===== src/hdl/lz77_history_window_copier_macros.svh =====
// Assertion macros for the LZ77 history window copier.
// Used by the RTL files that carry concurrent assertions; depends on nothing.
`ifndef LZ77_HISTORY_WINDOW_COPIER_MACROS_SVH
`define LZ77_HISTORY_WINDOW_COPIER_MACROS_SVH

`ifndef SYNTHESIS
// Same-cycle implication, sampled on the rising clock, off during reset.
`define LZHW_ASSERT_IMPL(label, clk, rst_n, ante, cons) \
    label: assert property (@(posedge clk) disable iff (!rst_n) (ante) |-> (cons)) \
        else $error("lzhw assertion failed");
// Next-cycle implication, sampled on the rising clock, off during reset.
`define LZHW_ASSERT_NEXT(label, clk, rst_n, ante, cons) \
    label: assert property (@(posedge clk) disable iff (!rst_n) (ante) |=> (cons)) \
        else $error("lzhw assertion failed");
`else
`define LZHW_ASSERT_IMPL(label, clk, rst_n, ante, cons)
`define LZHW_ASSERT_NEXT(label, clk, rst_n, ante, cons)
`endif

`endif


===== src/hdl/lzhw_pkg.sv =====
// Shared types, field widths, request codes and the CRC-32 byte update
// for the LZ77 history window copier. Depends on nothing.
`default_nettype none

package lzhw_pkg;

    // Field widths
    localparam int REQ_W      = 2;
    localparam int LIT_W      = 8;
    localparam int OFF_W      = 15;
    localparam int LEN_W      = 9;
    localparam int CRC_W      = 32;
    localparam int TOT_W      = 32;
    localparam int FILL_OUT_W = 16;

    // Request codes on the input port
    localparam logic [REQ_W-1:0] REQ_LITERAL = 2'd0;
    localparam logic [REQ_W-1:0] REQ_COPY    = 2'd1;
    localparam logic [REQ_W-1:0] REQ_SEGMENT = 2'd2;
    localparam logic [REQ_W-1:0] REQ_RESET   = 2'd3;

    // gzip CRC-32, reflected
    localparam logic [CRC_W-1:0] CRC_POLY = 32'hEDB8_8320;
    localparam logic [CRC_W-1:0] CRC_INIT = 32'hFFFF_FFFF;

    // Command queue
    localparam int QUEUE_DEPTH = 2;
    localparam int QPTR_W      = $clog2(QUEUE_DEPTH);
    localparam int QCNT_W      = $clog2(QUEUE_DEPTH + 1);

    // Classified operation handed from front to back
    typedef enum logic [2:0] {
        OP_LITERAL,
        OP_COPY,
        OP_EMPTY_COPY,
        OP_SEGMENT,
        OP_RESET
    } t_op;

    typedef struct packed {
        t_op              op;
        logic [LIT_W-1:0] lit;
        logic [OFF_W-1:0] off;
        logic [LEN_W-1:0] len;
    } t_cmd;

    // Queue status toward the back end
    typedef struct packed {
        logic valid;
        t_cmd cmd;
    } t_q_head;

    // Fold one byte into the CRC register, LSB first
    function automatic logic [CRC_W-1:0] crc32_byte(input logic [CRC_W-1:0] crc,
                                                    input logic [LIT_W-1:0] b);
        logic [CRC_W-1:0] c;
        c = crc ^ {{(CRC_W-LIT_W){1'b0}}, b};
        for (int k = 0; k < LIT_W; k++) begin
            c = c[0] ? ((c >> 1) ^ CRC_POLY) : (c >> 1);
        end
        return c;
    endfunction

endpackage

`default_nettype wire


===== src/hdl/lzhw_front.sv =====
// Front end: accepts transactions on the start/busy port and classifies
// each request into a queue command. Depends on lzhw_pkg.
`default_nettype none

module lzhw_front (
    input  wire                          i_start,
    input  wire [lzhw_pkg::REQ_W-1:0]    i_req_type,
    input  wire [lzhw_pkg::LIT_W-1:0]    i_literal_byte,
    input  wire [lzhw_pkg::OFF_W-1:0]    i_back_offset,
    input  wire [lzhw_pkg::LEN_W-1:0]    i_copy_length,
    input  wire                          i_q_full,
    output logic                         o_busy,
    output logic                         o_push,
    output lzhw_pkg::t_cmd               o_cmd
);
    import lzhw_pkg::*;

    // Hold off new transactions while the queue is full
    assign o_busy = i_q_full;
    assign o_push = i_start && !i_q_full;

    // Classify the request; a zero-length copy only reports status
    always_comb begin
        o_cmd.lit = i_literal_byte;
        o_cmd.off = i_back_offset;
        o_cmd.len = i_copy_length;
        case (i_req_type)
            REQ_LITERAL: o_cmd.op = OP_LITERAL;
            REQ_COPY:    o_cmd.op = (i_copy_length == '0) ? OP_EMPTY_COPY : OP_COPY;
            REQ_SEGMENT: o_cmd.op = OP_SEGMENT;
            REQ_RESET:   o_cmd.op = OP_RESET;
            default:     o_cmd.op = OP_RESET;
        endcase
    end

endmodule

`default_nettype wire


===== config.mk =====
export PLATFORM = sky130hd
export DESIGN_NAME = lzhw_front
export DESIGN_NICKNAME = d
export VERILOG_FILES = /design/src/hdl/lz77_history_window_copier_macros.svh /design/src/hdl/lzhw_pkg.sv /design/src/hdl/lzhw_front.sv
export SDC_FILE = /design/constraint.sdc
export NUM_CORES = 1
export LEC_CHECK = 0
export BUFFER_PORTS_ARGS = -buffer_cell sky130_fd_sc_hd__buf_2
export CORE_MARGIN = 4
export CORE_UTILIZATION = 25
export DETAILED_ROUTE_END_ITERATION = 10
export PLACE_DENSITY = 0.91
export SLEW_MARGIN = 20
export SYNTH_ARGS = -nofsm -noshare
export SYNTH_HDL_FRONTEND = slang
export SYNTH_SLANG_ARGS = --single-unit

===== constraint.sdc =====
create_clock -name vclk -period 2.05
set_clock_uncertainty 0.1 [all_clocks]
set_input_delay 0.41 -clock vclk [all_inputs]
set_output_delay 0.41 -clock vclk [all_outputs]
set_load 0.02 [all_outputs]

* After elaboration in Yosys (flattened, before gate mapping) *
Cells that the tools add are included.

operators by class
  equal/unequal tests = 3
  mux-type cells = 2
  reduce and logical (&&, ||, !) cells = 4

operator list
  cell                  count
  $pmux W3 S4           1
  $logic_not A9 Y1      1
  $eq A2 B2 Y1 const B  2
  $eq A2 B1 Y1 const B  1
  $logic_not A2 Y1      1
  $mux W2               1
  $logic_and A1 B1 Y1   1
  $logic_not A1 Y1      1

word-level totals
  flip-flop bits (word level) = 0
  input bits = 36
  word-level logic and storage cells = 9

* Longest topological paths before layout *
  word-level depth = 3
  gate-level depth with buffers = 3
  mapped depth without buffers = 3

* Worst setup path before layout *
No wires, ideal clock.

  path kind = in2out
  from = in i_copy_length[2] in the netlist's numbering
  to = out o_cmd[33] in the netlist's numbering
  arrival = 1.395 ns
  data required time = 1.540 ns
  slack = 0.145 ns
  cell stages on the path = 3
  buffers on the path = 0
  path through = or4_4 > nor4_4 > a21bo_1

RTL lines
  item             line              RTL
  start, declared  lzhw_front.sv:10  input wire [lzhw_pkg::LEN_W-1:0] i_copy_length,
  end, declared    lzhw_front.sv:14  output lzhw_pkg::t_cmd o_cmd

==> results.json <==
{
  "ios": 73,
  "core-area_um2": 1190,
  "cpMostUsedCell": "buf_6",
  "die_h_um": 44.5,
  "worst_pin_slew_ns": 0.211,
  "instances_no_fill": 51,
  "setup_ws_ns": 0.0764,
  "nClkBuffers": 0,
  "die_w_um": 44.5,
  "crit_slowest_cell": "or4_4",
  "dieArea_um2": 1980,
  "worstHoldPathType": "input port to output port",
  "path_buf_inv": 2,
  "peakVddDrop_v": 0.0000353,
  "yosysWarnings": 0,
  "fillCellCount": 140,
  "maxCapViolations": 0,
  "grt_use_total": 0.0410,
  "final_common_cell": "buf_2",
  "final_net_count": 75,
  "grt_pass1_wl_um": 662,
  "grt-ovfl-total": 0,
  "first_global_vias": 162,
  "place.gp.congestion": 0.540,
  "synthXorXnorAreaFrac": 0,
  "syn_nets": 79,
  "slew_headroom": 0.858,
  "rsz0062_at_grt": "no",
  "syn_avg_cell_area_um2": 7.74,
  "rows": 12,
  "cp.required_ns": 1.54,
  "slew_violations": 0,
  "synthCells": 43,
  "cp-startpoint": "i_copy_length[2]",
  "crit_family": "simple AND/OR/NAND/NOR gates",
  "antenna_found_initial": 0,
  "p_per_area_nw_per_um2": 241,
  "layout_common_cells": "buf_2 (25), nand2b_1 (2), nor2b_1 (2), buf_6 (2)",
  "ant_nets": 0,
  "place_area_um2": 238,
  "vias": 208,
  "synth_top_family_by_area": "buffers and inverters",
  "area_growth_syn_to_layout_pct": -24.8,
  "synthMuxAreaShare": 0,
  "power_uw": 60.2,
  "period_share": 0.963,
  "synthAdderAreaFrac": 0,
  "dpl_worst_slack_ns": -0.0566,
  "netlist_area_um2": 333,
  "wl_per_cell_um": 10.5,
  "power_leakage_nw": 0.144,
  "synth_compound_area_frac": 0.0451,
  "synth-seq-area-share": 0,
  "io_buffers": 27,
  "finalWorstPathRequiredPeriod_ns": 1.97,
  "start_kind": "input port",
  "grt_start_max_net_pins": 5,
  "critical-path-max-stage-delay_ns": 0.53,
  "finalSetupViolations": 0,
  "drc": 0,
  "diodes": 0,
  "hold_viol": 0,
  "routed_wl_um": 538,
  "vias_per_cell": 4.08,
  "seqCellArea_um2": 0,
  "dp.cells": 51,
  "cp.arrival_ns": 1.46,
  "flops_and_latches": 0,
  "hold_buffers": 0,
  "crit_chain": "buf_6 -> or4_4 -> nor4_4 -> a21bo_1 -> buf_6",
  "synthDistinctLibCells": 9,
  "endpoint_kind": "output port",
  "tns_ns": 0,
  "synthSimpleGateAreaFrac": 0.211,
  "hp-start": "i_back_offset[9]",
  "start_util": 0.281,
  "drtPass1Iterations": 1,
  "path_class": "input port to output port",
  "crit_path_max_fanout": 2,
  "design_area_um2": 250,
  "status": "complete, no violations",
  "layout-drive-gt1-share": 0.784,
  "drtIter0Drc": 0,
  "fmax_mhz": 507
}
-- final cells by class --
type,count,area (µm²),share of cell area
well taps,14,17.5,0.0700
repair buffers,27,148,0.590
multi-input cells,10,85.1,0.340
-- cell usage after synthesis --
| master | number | area, µm² |
|---|---|---|
| buf_4 | 33 | 248 |
| nand2b_1 | 2 | 12.5 |
| nor2b_1 | 2 | 12.5 |
| a21bo_1 | 1 | 10.0 |
| and2_1 | 1 | 6.26 |
| nor4_4 | 1 | 21.3 |
| o21ai_1 | 1 | 5.00 |
| or3_1 | 1 | 6.26 |
| or4_4 | 1 | 11.3 |
-- per-stage QoR --
stage / util / hold slack [ns]
after floorplan: - / 0.798
after global placement: 0.200 / 0.720
after detailed placement: 0.200 / 0.720
after CTS: 0.203 / 0.720
after global routing: 0.211 / 0.720
final: 0.211 / 0.720
-- power by group --
part	switching, mW	internal (mW)
Sequential	0	0
Combinational	0.0341	0.0262
Clock	0	0
Total	0.0341	0.0262
-- cell families after synthesis --
group	after synthesis
AOI/OAI and AO/OA	2
buffers and inverters	33
and+or+nand+nor	8
-- per-layer routing --
metal	wire [µm]	GRT usage	part of all wire	vias to the layer above
met4	0	0.0120	0	0
li1	-	-	-	93
met3	121	0.0244	0.22	0
met2	261	0.0745	0.49	24
met1	154	0.0376	0.29	91
met5	0	0	0	-
-- worst paths after layout --
path         to  slack, ns  cells after the start
max   o_cmd[33]       0.08                      5
min   o_cmd[18]       0.72                      0
-- timing repair --
item | CTS | global route
setup buffers | 0 | 0
setup endpoints to repair | 2 | 1
gates resized for setup | 1 | 2
pin swaps | 1 | 0
(Power assumes the default switching activity.)
