[src/hdl/lz77_history_window_copier_macros.svh]
// Assertion macros for the LZ77 history window copier.
// Used by the RTL files that carry concurrent assertions; depends on nothing.
`ifndef LZ77_HISTORY_WINDOW_COPIER_MACROS_SVH
`define LZ77_HISTORY_WINDOW_COPIER_MACROS_SVH

`ifndef SYNTHESIS
// Same-cycle implication, sampled on the rising clock, off during reset.
`define LZHW_ASSERT_IMPL(label, clk, rst_n, ante, cons) \
    label: assert property (@(posedge clk) disable iff (!rst_n) (ante) |-> (cons)) \
        else $error("lzhw assertion failed");
// Next-cycle implication, sampled on the rising clock, off during reset.
`define LZHW_ASSERT_NEXT(label, clk, rst_n, ante, cons) \
    label: assert property (@(posedge clk) disable iff (!rst_n) (ante) |=> (cons)) \
        else $error("lzhw assertion failed");
`else
`define LZHW_ASSERT_IMPL(label, clk, rst_n, ante, cons)
`define LZHW_ASSERT_NEXT(label, clk, rst_n, ante, cons)
`endif

`endif

[src/hdl/lzhw_pkg.sv]
// Shared types, field widths, request codes and the CRC-32 byte update
// for the LZ77 history window copier. Depends on nothing.
`default_nettype none

package lzhw_pkg;

    // Field widths
    localparam int REQ_W      = 2;
    localparam int LIT_W      = 8;
    localparam int OFF_W      = 15;
    localparam int LEN_W      = 9;
    localparam int CRC_W      = 32;
    localparam int TOT_W      = 32;
    localparam int FILL_OUT_W = 16;

    // Request codes on the input port
    localparam logic [REQ_W-1:0] REQ_LITERAL = 2'd0;
    localparam logic [REQ_W-1:0] REQ_COPY    = 2'd1;
    localparam logic [REQ_W-1:0] REQ_SEGMENT = 2'd2;
    localparam logic [REQ_W-1:0] REQ_RESET   = 2'd3;

    // gzip CRC-32, reflected
    localparam logic [CRC_W-1:0] CRC_POLY = 32'hEDB8_8320;
    localparam logic [CRC_W-1:0] CRC_INIT = 32'hFFFF_FFFF;

    // Command queue
    localparam int QUEUE_DEPTH = 2;
    localparam int QPTR_W      = $clog2(QUEUE_DEPTH);
    localparam int QCNT_W      = $clog2(QUEUE_DEPTH + 1);

    // Classified operation handed from front to back
    typedef enum logic [2:0] {
        OP_LITERAL,
        OP_COPY,
        OP_EMPTY_COPY,
        OP_SEGMENT,
        OP_RESET
    } t_op;

    typedef struct packed {
        t_op              op;
        logic [LIT_W-1:0] lit;
        logic [OFF_W-1:0] off;
        logic [LEN_W-1:0] len;
    } t_cmd;

    // Queue status toward the back end
    typedef struct packed {
        logic valid;
        t_cmd cmd;
    } t_q_head;

    // Fold one byte into the CRC register, LSB first
    function automatic logic [CRC_W-1:0] crc32_byte(input logic [CRC_W-1:0] crc,
                                                    input logic [LIT_W-1:0] b);
        logic [CRC_W-1:0] c;
        c = crc ^ {{(CRC_W-LIT_W){1'b0}}, b};
        for (int k = 0; k < LIT_W; k++) begin
            c = c[0] ? ((c >> 1) ^ CRC_POLY) : (c >> 1);
        end
        return c;
    endfunction

endpackage

`default_nettype wire

[src/hdl/lzhw_cmd_queue.sv]
// Short command queue between the front and back ends of the copier.
// Depends on lzhw_pkg.
`default_nettype none

module lzhw_cmd_queue (
    input  wire             i_clk,
    input  wire             i_rst_n,
    input  wire             i_push,
    input  lzhw_pkg::t_cmd  i_cmd,
    input  wire             i_pop,
    output logic            o_full,
    output lzhw_pkg::t_q_head o_head
);
    import lzhw_pkg::*;

    t_cmd              r_mem [QUEUE_DEPTH];
    logic [QPTR_W-1:0] r_wr_ptr;
    logic [QPTR_W-1:0] r_rd_ptr;
    logic [QCNT_W-1:0] r_count;

    logic do_push;
    logic do_pop;

    assign do_push = i_push && (r_count != QCNT_W'(QUEUE_DEPTH));
    assign do_pop  = i_pop && (r_count != '0);

    assign o_full       = (r_count == QCNT_W'(QUEUE_DEPTH));
    assign o_head.valid = (r_count != '0);
    assign o_head.cmd   = r_mem[r_rd_ptr];

    // Store pushed commands
    always_ff @(posedge i_clk) begin
        if (do_push) begin
            r_mem[r_wr_ptr] <= i_cmd;
        end
    end

    // Advance pointers and occupancy
    always_ff @(posedge i_clk) begin
        if (!i_rst_n) begin
            r_wr_ptr <= '0;
            r_rd_ptr <= '0;
            r_count  <= '0;
        end else begin
            if (do_push) begin
                r_wr_ptr <= r_wr_ptr + QPTR_W'(1);
            end
            if (do_pop) begin
                r_rd_ptr <= r_rd_ptr + QPTR_W'(1);
            end
            if (do_push && !do_pop) begin
                r_count <= r_count + QCNT_W'(1);
            end else if (do_pop && !do_push) begin
                r_count <= r_count - QCNT_W'(1);
            end
        end
    end

endmodule

`default_nettype wire

[config.mk]
export PLATFORM = sky130hd
export DESIGN_NAME = lzhw_cmd_queue
export DESIGN_NICKNAME = d
export VERILOG_FILES = /design/src/hdl/lz77_history_window_copier_macros.svh /design/src/hdl/lzhw_pkg.sv /design/src/hdl/lzhw_cmd_queue.sv
export SDC_FILE = /design/constraint.sdc
export NUM_CORES = 1
export LEC_CHECK = 0
export BUFFER_PORTS_ARGS = -buffer_cell sky130_fd_sc_hd__buf_4
export CAP_MARGIN = 5
export CORE_UTILIZATION = 30
export CTS_BUF_LIST = sky130_fd_sc_hd__clkbuf_8
export DETAILED_ROUTE_END_ITERATION = 12
export GPL_TIMING_DRIVEN = 1
export MAX_ROUTING_LAYER = met4
export PLACE_DENSITY = 0.52
export SKIP_LAST_GASP = 1
export SLEW_MARGIN = 20
export SYNTH_ARGS = -nofsm -noshare
export SYNTH_HDL_FRONTEND = slang
export SYNTH_SLANG_ARGS = --single-unit
[constraint.sdc]
create_clock -name i_clk -period 5.1 [get_ports i_clk]
set_input_delay 0.51 -clock i_clk [delete_from_list [all_inputs] [get_ports i_clk]]
set_output_delay 0.51 -clock i_clk [all_outputs]
set_load 0.05 [all_outputs]
# Word level (Yosys, flattened, before mapping)
# Memories as Yosys holds them, arrays and structs flattened. A register that Yosys moved wholly into a read port is not among the register bits.
# Index checks and enable logic that the tools add are counted.
[totals] ramBits=70 ff_bits=4 out_inout_bits=37 mem_count=1 input_bits=39 wordCells=24
[op_classes] muxes=6 eq_ne=2 n_addsub=4 n_reduce_logical=8
[mem_list] name="r_mem" words=2 word_bits=35 rd=1 rd_clocked_by_memory_dff=1 write_ports=1 line_no="lzhw_cmd_queue.sv:16" text="t_cmd r_mem [QUEUE_DEPTH];"
[ops] operator="1-bit logical AND" n=4
[ops] operator="1-bit 2-to-1 mux" n=4
[ops] operator="2-bit 2-to-1 mux" n=2
[ops] operator="2-bit nonzero test" n=2
[ops] operator="1-bit adder, second input constant" n=2
[ops] operator="2-bit by 1-bit adder with 2-bit output, second input constant" n=1
[ops] operator="2-bit == test, second input constant" n=1
[ops] operator="1-bit logical NOT" n=2
[ops] operator="2-bit != test, second input constant" n=1
[ops] operator="2-bit by 1-bit subtractor with 2-bit output, second input constant" n=1

# Depth between registers and ports, before layout
# Gate-level depths: netlist of the first run.
[depth] ltp_word=6 mapped_depth=7 mapped_depth_nobuf=7

# Least setup slack after synthesis of the first run
# OpenSTA, ideal clock, no wires.
[synth_timing] kind="reg2reg" startpoint="register r_count[0]" endpoint="memory r_mem[0][0] (netlist bit), enable pin" slack_ps=2576 path_stages_with_launch=4 path_buffers=0 t_required_ps=4677 synth_period_minus_slack_ps=2524 arrival_ps=2101 setup_time_ps=423 cell_sequence="dfxtp_1 -> nand2b_1 -> inv_2 -> nor3_2"
[synth_via] elab_chain_len=4
[synth_lines] element="from (decl)" line_no="lzhw_cmd_queue.sv:19" text="logic [QCNT_W-1:0] r_count;"
[synth_lines] element="from (signal assigned)" line_no="lzhw_cmd_queue.sv:52" text="r_count <= r_count + QCNT_W'(1);"
[synth_lines] element="from (signal assigned)" line_no="lzhw_cmd_queue.sv:54" text="r_count <= r_count - QCNT_W'(1);"
[synth_lines] element="2-bit != test" line_no="lzhw_cmd_queue.sv:24" text="assign do_push = i_push && (r_count != QCNT_W'(QUEUE_DEPTH));"
[synth_lines] element="1-bit logical AND" line_no="lzhw_cmd_queue.sv:24"
[synth_lines] element="1-bit 2-to-1 mux" line_no="lzhw_cmd_queue.sv:33" text="if (do_push) begin"
[synth_lines] element="1-bit 2-to-1 mux (not written as such)" line_no="lzhw_cmd_queue.sv:34" text="r_mem[r_wr_ptr] <= i_cmd;"
[synth_lines] element="to (decl)" line_no="lzhw_cmd_queue.sv:16"
# No other way between the ends.

==> run_results.csv, run 1 <==
group,metric,value,unit
floorplanning,io_pins,76,
worst_setup_path,critical_path_class,"register to output port",
cells_and_area,design_area,3690,um^2
clock_tree,numCtsBuffers,9,
synth,synth_xor_area_share,0.952,%
clock_tree,cts.htree.levels,3,
worst_setup_path,start_kind,"register",
detailed_routing,drt-initial-drc-count,50,
sta,slew_headroom,40.4,%
detailed_routing,wl,4940,um
clock_tree,clockRootBuffer,"clkbuf_8",
detailed_routing,route.detailed.drc,6,
worst_setup_path,critPathMaxStageDelay,0.92,ns
sta,slew_viol_final,0,
floorplanning,row_count,34,
sta,fin_crit,2.41,ns
synth,avgSynthCellArea,20.6,um^2
worst_setup_path,required,4.59,ns
place,dpl_cell_area,3450,um^2
detailed_routing,ant_nets,0,
global_routing,grt_max_degree,36,
synth,yosysWarnings,0,
synth,synth_fa_ha_area_share,0.453,%
global_routing,grt_usage,11.3,%
cells_and_area,area_growth,33.7,%
sta,finClkSkew,0.0100,ns
detailed_routing,vias,1438,
hold_path,holdCritPathClass,"input port to register",
worst_setup_path,path_cells,"mux2_2, buf_4",
detailed_routing,wl_per_cell,15.0,um
worst_setup_path,path_max_fanout,35,
floorplanning,die_h,97.9,um
clock_tree,cts_buffer_depth,2,
sta,tns,0,ns
synth,synth_simple_gate_area_share,2.09,%
synth,syn_area,2760,um^2
floorplanning,initial_core_util,31.3,%
worst_setup_path,crit_slowest_cell,"dfxtp_2",
worst_setup_path,end_kind,"output port",
place,dp_hpwl,3080,um
synth,yosysSeqAreaShare,79.8,%
synth,synth_top_family_by_area,"multiplexers",
floorplanning,core,8810,um^2
place,gp_congestion,0.627,
synth,synthTopCellsByArea,"edfxtp_1, mux2_2, dfxtp_1",
global_routing,antenna_found_initial,0,
worst_setup_path,cp.buffers_inverters,1,
power,power.density,582,nW/um^2
global_routing,grt-ovfl-total,0,
worst_setup_path,cpLargestDelayFamily,"flip-flops",
synth,yosys.area.top_type,"edfxtp_1",
clock_tree,ctsResizeCount,0,
synth,yosysTopAreaCellShare,76.2,%
power,vdd_drop_max,0.000244,V
floorplanning,dieArea,9590,um^2
cells_and_area,fin_util,41.9,%
clock_tree,cts_setup_buffers,0,
place,numPortBuffers,75,
sta,timing.fmax,0.416,GHz
floorplanning,die_x,97.9,um
power,leakage,1.38,nW
clock_tree,cts.sinks,75,
sta,setup_viol,0,
cells_and_area,diodes,0,
synth,synth_nets,174,
global_routing,grt_pass1_wl,7560,um
detailed_routing,viasPerCell,4.36,
clock_tree,cts.clk_slew.worst_paths,0.08,ns
cells_and_area,drive_above_1_share,58.6,%
worst_setup_path,worstPathArrival,1.90,ns
clock_tree,clkLatencyLatePin,0.34,ns
sta,final_hold_viol_count,0,
sta,finalCritPeriodShare,47.2,%
run_status,status,"finished, violations left",
synth,yosysUniqueCellTypes,22,
sta,worst_pin_slew,0.894,ns
synth,ys_seq_elements,75,
clock_tree,cts_tree,"yes",
clock_tree,postCtsHoldBufs,0,
synth,synth_compound_area_share,1.18,%
detailed_routing,firstDrtPassIters,10,
sta,rsz0062_at_grt,"no",
synth,synthCells,134,
synth,muxShareOfSynthArea,14.3,%
global_routing,grt_pass1_vias,1523,
job,drv_cap,0,
cells_and_area,final_nets,257,
run_status,violations,"design-rule violations",
## kinds of logic after synthesis
group,count (synthesis)
DFF,75
adders and majority gates,1
AOI/OAI and AO/OA,5
and+or+nand+nor,9
xor gates and xnor gates,3
muxes,35
buffers and inverters,6
## registers in the layout (all words and copies together), names as in the netlist, named ones only
register	cells
r_mem	70
r_count	2
r_rd_ptr	1
r_wr_ptr	1
## routing by layer
layer | up-vias | routed length (um) | GRT usage, %
li1 | 682 | - | -
met1 | 698 | 2080 | 12.3
met2 | 47 | 2490 | 18.0
met3 | 11 | 222 | 3.01
met4 | 0 | 144 | 8.04
met5 | - | 0 | -
## synthesized netlist by cell type (all sizes together)
master,n
or2,1
ha,1
buf,4
nor3,1
and3,1
inv,2
and2,3
mux2,35
or3,1
dfxtp,5
xnor2,2
o21a,1
xor2,1
o21ai,2
a21boi,2
nand2b,1
nor2,1
edfxtp,70
## per-stage QoR
step,hold WS [ns],cells,power [mW],worst slack [ns]
floorplan,0.479,134,1.41,2.58
global placement,0.507,314,1.63,2.99
detailed placement,0.518,314,1.63,3.01
CTS,0.321,330,2.18,2.61
global route,0.312,330,2.24,2.55
finish,0.347,330,2.15,2.69
## placed cells by master, fill, tap and decap left out, types with 2 or more instances in the layout
cell type,instances
xnor2_1,2
buf_4,76
and2_1,3
edfxtp_1,70
dfxtp_1,4
bufinv_16,3
inv_1,3
mux2_2,35
clkbuf_8,10
## final timing paths
path                    from            to  slack (ns)  depth (start not counted)
setup / recovery    register    o_head[30]        2.69                          2
hold / removal      i_cmd[2]   r_mem[0][2]        0.35                          1
setup reg to reg  r_count[0]  r_mem[1][15]        3.29                          2
hold reg to reg   r_count[1]    r_count[1]        0.53                          2
## where the power goes
part	internal, mW	switching (mW)	total (mW)
Sequential	0.776	0.0650	0.841
Clock	0.336	0.207	0.543
Combinational	0.271	0.495	0.765
## layout make-up
class                           count  area [um^2]
Fill cell                         800         5110
Sequential cell                    75         2200
Timing Repair Buffer               76          571
Multi-Input combinational cell     53          531
Clock buffer                       10          138
Tap cell                          108          135
Clock inverter                      6          106
Inverter                            2         7.51
No activity file was read; power rests on OpenSTA's default activity.
==> run 2, diff against run 1 <==
--- a/config.mk
+++ b/config.mk
@@ -5,6 +5,7 @@
 export SDC_FILE = /design/constraint.sdc
 export NUM_CORES = 1
 export LEC_CHECK = 0
+export ABC_AREA = 1
 export BUFFER_PORTS_ARGS = -buffer_cell sky130_fd_sc_hd__buf_4
 export CAP_MARGIN = 5
 export CORE_UTILIZATION = 30
@@ -12,7 +13,7 @@
 export DETAILED_ROUTE_END_ITERATION = 12
 export GPL_TIMING_DRIVEN = 1
 export MAX_ROUTING_LAYER = met4
-export PLACE_DENSITY = 0.52
+export PLACE_DENSITY = 0.53
 export SKIP_LAST_GASP = 1
 export SLEW_MARGIN = 20
 export SYNTH_ARGS = -nofsm -noshare
==> constraint.sdc (replaced) <==
create_clock -name i_clk -period 2.2 [get_ports i_clk]
set_input_delay 0.22 -clock i_clk [delete_from_list [all_inputs] [get_ports i_clk]]
set_output_delay 0.22 -clock i_clk [all_outputs]
set_load 0.05 [all_outputs]
==> run 2 against run 1 <==
Compared with the run above: the flow now finishes without violations; routed wire length grew 4.5%; final cell count is 11% higher; clock power grew 65%; core utilization down 0.90 points; die area rose by 5.9%; worst setup slack got worse by 2.4 ns; critical path type unchanged; largest cell class unchanged; largest power group unchanged.
==> run_results.csv, run 2 <==
group,metric,value,unit
run_status,status,"finished, final reports clean",
worst_setup_path,end_kind,"output port",
worst_setup_path,critical_path_class,"register to output port",
clock_tree,cts.sinks,75,
worst_setup_path,path_max_fanout,24,
worst_setup_path,reg2reg_depth,9,
cells_and_area,final_nets,273,
cells_and_area,largest_register_ffs,70,
clock_tree,numCtsBuffers,9,
synth,synth-edff-count,70,
cells_and_area,multi_input_area,637,um^2
synth,synth_most_common_cell,"edfxtp_1",
detailed_routing,wl_per_cell,14.1,um
cells_and_area,seq_area,2200,um^2
floorplanning,core,9330,um^2
worst_setup_path,rr_endpoint,"r_count[1]",
clock_tree,cts_tree,"yes",
worst_setup_path,required,1.98,ns
global_routing,antenna_found_initial,0,
power,power.density,1210,nW/um^2
sta,slew_viol_final,0,
power,leakage,1.50,nW
detailed_routing,drt-initial-drc-count,30,
worst_setup_path,reg2reg_from,"r_count[1]",
synth,synth_ff_type,"edfxtp_1",
worst_setup_path,r2r_slack,0.59,ns
global_routing,grt_pass1_wl,7780,um
clock_tree,postCtsHoldBufs,0,
sta,finalCritPeriodShare,87.8,%
cells_and_area,layout_commonest_cell,"buf_4",
hold_path,holdCritPathClass,"input port to register",
detailed_routing,route.detailed.drc,0,
clock_tree,clkLatencyLatePin,0.34,ns
clock_tree,clockRootBuffer,"clkbuf_8",
synth,yosysWarnings,0,
cells_and_area,drive_above_1_share,56.3,%
cells_and_area,diodes,0,
sta,timing.fmax,0.517,GHz
global_routing,grt-ovfl-total,0,
synth,synth_common_cells,"edfxtp_1, mux2_4, nor2_1",
cells_and_area,reg.largest.list,"r_mem x70, r_count x2",
place,dpl_cell_area,3660,um^2
sta,timing.hold.ws,0.0566,ns
synth,yosysTopAreaCellShare,71.9,%
cells_and_area,instances_no_fill,367,
cells_and_area,mostFrequentLayoutCells,"buf_4, edfxtp_1, mux2_4, inv_1, clkbuf_8",
synth,synthTopCellsByArea,"edfxtp_1, mux2_4, dfxtp_1",
sta,tns,0,ns
sta,final_hold_viol_count,0,
worst_setup_path,worstPathArrival,1.71,ns
floorplanning,dieArea,10100,um^2
detailed_routing,viasPerCell,4.12,
place,dp_hpwl,3590,um
cells_and_area,fill_cells,889,
detailed_routing,ant_nets,0,
synth,synthCells,146,
detailed_routing,vias,1511,
clock_tree,cts_buffer_depth,2,
synth,avgSynthCellArea,20.0,um^2
clock_tree,ctsResizeCount,0,
sta,rsz0062_at_grt,"no",
sta,finClkSkew,0.00774,ns
clock_tree,cts.clk_slew.worst_paths,0.08,ns
global_routing,grt_usage,11.1,%
clock_tree,cts_setup_buffers,0,
detailed_routing,firstDrtPassIters,4,
global_routing,grt_max_degree,25,
synth,ys_seq_elements,75,
place,dpl.cell_count,351,
clock_tree,cts.htree.levels,3,
place,gp_congestion,0.719,
sta,slew_headroom,74.2,%
cells_and_area,design_area,3830,um^2
synth,yosys.area.top_type,"edfxtp_1",
synth,yosysSeqAreaShare,75.3,%
job,drv_cap,0,
floorplanning,die_x,101,um
detailed_routing,wl,5160,um
global_routing,grt_pass1_vias,1573,
sta,worst_pin_slew,0.388,ns
worst_setup_path,start_kind,"register",
sta,setup_viol,0,
cells_and_area,fin_util,41.0,%
floorplanning,io_pins,76,
place,numPortBuffers,75,
synth,synth_nets,186,
floorplanning,initial_core_util,31.4,%
synth,yosysUniqueCellTypes,16,
floorplanning,row_count,35,
power,vdd_drop_max,0.000689,V
floorplanning,die_h,101,um
worst_setup_path,cp-endpoint,"o_head[4]",
cells_and_area,largest-register,"r_mem",
synth,syn_area,2930,um^2
synth,synthArstFlopShare,0,%
sta,fin_crit,1.93,ns
cells_and_area,area_growth,30.8,%
## run 2: critical path: stages (launching register included)
cell and delay (ns):
dfxtp_2 0.57, buf_12 0.27, mux2_4 0.33, buf_4 0.19
## run 2: logic make-up after synthesis
family                     count (synthesis)  share of synthesized area (%)
buffers and inverters                     12                           3.46
muxes                                     35                           17.3
AOI/OAI and AO/OA                          5                           1.07
DFF                                       75                           75.3
adders and majority gates                  1                          0.428
and+or+nand+nor                           18                           2.44
## run 2: final cells by class
type / instances / share of cell area (%)
Clock inverter: 7 / 1.18
Tap cell: 129 / 4.22
Clock buffer: 9 / 3.24
Sequential cell: 75 / 57.6
Multi-Input combinational cell: 59 / 16.6
Inverter: 8 / 0.785
Timing Repair Buffer: 80 / 16.4
## run 2: worst min-delay path by stage
stage / startpoint / end / slack (ns) / depth (start not counted)
after floorplan: i_cmd[0] / r_mem[0][0] / 0.32 / 0
after global placement: i_cmd[28] / r_mem[0][28] / 0.41 / 1
after detailed placement: i_cmd[20] / r_mem[1][20] / 0.41 / 1
after CTS: i_cmd[20] / r_mem[0][20] / 0.04 / 1
after global routing: i_cmd[13] / r_mem[0][13] / 0.03 / 1
final: i_cmd[20] / r_mem[0][20] / 0.06 / 1
## run 2: per-layer routing
layer / vias up / part of all wire (%) / GRT usage, %
li1: 717 / - / -
met1: 742 / 42 / 12.6
met2: 45 / 51 / 17.2
met3: 7 / 6.0 / 4.09
met4: 0 / 1.1 / 5.35
met5: - / 0 / -
## run 2: per-stage QoR
step	power, mW	setup WS (ns)
2_1_floorplan	3.31	-0.195
6_report	4.62	0.268
5_1_grt	4.83	0.158
3_5_place_dp	3.78	0.599
3_3_place_gp	3.76	0.614
4_1_cts	4.69	0.214
## run 2: report_power, final
group / internal [mW] / switching, mW / total (mW)
Combinational: 0.672 / 1.15 / 1.82
Sequential: 1.80 / 0.0958 / 1.90
Clock: 0.404 / 0.492 / 0.896
==> run 3, diff against run 2 <==
--- a/config.mk
+++ b/config.mk
@@ -14,6 +14,7 @@
 export GPL_TIMING_DRIVEN = 1
 export MAX_ROUTING_LAYER = met4
 export PLACE_DENSITY = 0.53
+export RECOVER_POWER = 50
 export SKIP_LAST_GASP = 1
 export SLEW_MARGIN = 20
 export SYNTH_ARGS = -nofsm -noshare
==> run 3 against run 2 <==
Compared with the run above: routed wire length fell by 0.19%; sequential power barely moved; maximum frequency barely moved; flip-flop and latch count did not move; register-to-register slack got worse by 0.25 ns; global-route usage did not move.
==> run_results.csv, run 3 (synthesis results as in run 2) <==
group,metric,value,unit
worst_setup_path,critPathMaxStageDelay,0.57,ns
cells_and_area,largest-register,"r_mem",
global_routing,grt_pass1_wl,7780,um
sta,rsz0062_at_grt,"no",
clock_tree,cts.clk_slew.worst_paths,0.08,ns
cells_and_area,fin_util,40.3,%
detailed_routing,vias,1502,
floorplanning,core,9330,um^2
worst_setup_path,reg2reg_depth,4,
detailed_routing,ant_nets,0,
place,numPortBuffers,75,
cells_and_area,diodes,0,
worst_setup_path,worstPathArrival,1.71,ns
detailed_routing,firstDrtPassIters,4,
power,total_power,4.59,mW
sta,final_hold_viol_count,0,
detailed_routing,viasPerCell,4.09,
global_routing,grt_pass1_vias,1573,
cells_and_area,design_area,3750,um^2
worst_setup_path,required,1.98,ns
global_routing,grt-ovfl-total,0,
global_routing,antenna_found_initial,0,
floorplanning,die_x,101,um
global_routing,grt_max_degree,25,
clock_tree,cts_tree,"yes",
detailed_routing,wl,5150,um
sta,slew_viol_final,0,
cells_and_area,final_nets,273,
cells_and_area,mostFrequentLayoutCells,"edfxtp_1, buf_4, mux2_4, clkbuf_4, clkbuf_1",
floorplanning,row_count,35,
clock_tree,postCtsHoldBufs,0,
floorplanning,dieArea,10100,um^2
clock_tree,ctsResizeCount,0,
clock_tree,clockRootBuffer,"clkbuf_8",
detailed_routing,wl_per_cell,14.0,um
floorplanning,io_pins,76,
place,dpl_cell_area,3660,um^2
run_status,status,"finished, final reports clean",
clock_tree,cts.sinks,75,
power,vdd_drop_max,0.000688,V
power,pwr-share-comb,39.1,%
cells_and_area,reg.largest.list,"r_mem x70, r_count x2",
floorplanning,die_h,101,um
clock_tree,cts_buffer_depth,2,
power,seqPwrFrac,41.4,%
worst_setup_path,start_kind,"register",
cells_and_area,largest_register_ffs,70,
place,dpl.cell_count,351,
power,switching_share,37.8,%
cells_and_area,instances_no_fill,367,
sta,setup_viol,0,
worst_setup_path,path_cells,"buf_12, mux2_4, buf_4",
job,drv_cap,0,
clock_tree,cts_setup_buffers,0,
sta,timing.hold.ws,0.0801,ns
worst_setup_path,path_max_fanout,24,
clock_tree,clkLatencyLatePin,0.34,ns
sta,worst_pin_slew,1.03,ns
cells_and_area,layout_commonest_cell,"edfxtp_1",
power,p_sw,1.74,mW
sta,slew_headroom,31.6,%
worst_setup_path,r2r_slack,0.34,ns
power,power.density,1220,nW/um^2
sta,fin_crit,1.93,ns
hold_path,holdCritPathClass,"input port to register",
place,gp_congestion,0.719,
floorplanning,initial_core_util,31.4,%
hold_path,hold_depth,1,
sta,finClkSkew,0.00810,ns
detailed_routing,drt-initial-drc-count,35,
global_routing,grt_usage,11.1,%
sta,timing.fmax,0.517,GHz
detailed_routing,route.detailed.drc,0,
worst_setup_path,critical_path_class,"register to output port",
sta,finalCritPeriodShare,87.9,%
power,p_int,2.86,mW
power,clkPwrFrac,19.5,%
cells_and_area,area_growth,28.4,%
place,dp_hpwl,3590,um
clock_tree,cts.htree.levels,3,
worst_setup_path,end_kind,"output port",
clock_tree,numCtsBuffers,9,
cells_and_area,drive_above_1_share,50.0,%
worst_setup_path,crit_slowest_cell,"dfxtp_2",
power,leakage,1.43,nW
[run 3: worst max-delay path: cells and delay by family (launching register included)]
family | cells | cell delay (ns)
multiplexers | 1 | 0.33
buffers and inverters | 2 | 0.46
flip-flops | 1 | 0.57
[run 3: layout make-up]
type | count | area (um^2)
fill | 901 | 5570
inverter | 8 | 30.0
sequential | 75 | 2200
clock buffer | 9 | 124
multi-input combinational | 59 | 637
clock inverter | 7 | 45.0
timing repair buffer | 80 | 554
tap | 129 | 161
[run 3: final timing paths]
path / startpoint / end
setup / recovery: register / o_head[4]
hold / removal: i_cmd[20] / r_mem[0][20]
setup reg to reg: r_count[1] / r_mem[1][2]
hold reg to reg: r_rd_ptr / r_rd_ptr
[run 3: metal layers]
| layer | vias up | track usage [%] | routed length, um |
|---|---|---|---|
| li1 | 717 | - | - |
| met1 | 733 | 12.6 | 2170 |
| met2 | 45 | 17.2 | 2610 |
| met3 | 7 | 4.09 | 313 |
| met4 | 0 | 5.35 | 57 |
| met5 | - | - | 0 |
[run 3: per-stage QoR]
stage / setup TNS, ns / setup WS [ns]
2_1_floorplan: -13.68 / -0.195
3_3_place_gp: 0 / 0.614
3_5_place_dp: 0 / 0.599
4_1_cts: 0 / 0.214
5_1_grt: 0 / 0.158
6_report: 0 / 0.266
[run 3: power by group through the flow]
stage / sequential [mW] / clock (mW) / combinational, mW
finish: 1.90 / 0.897 / 1.79
global route: 1.92 / 0.996 / 1.89
CTS: 1.90 / 0.933 / 1.85
detailed placement: 1.94 / 0 / 1.85
global placement: 1.93 / 0 / 1.84
floorplan: 1.89 / 0 / 1.42
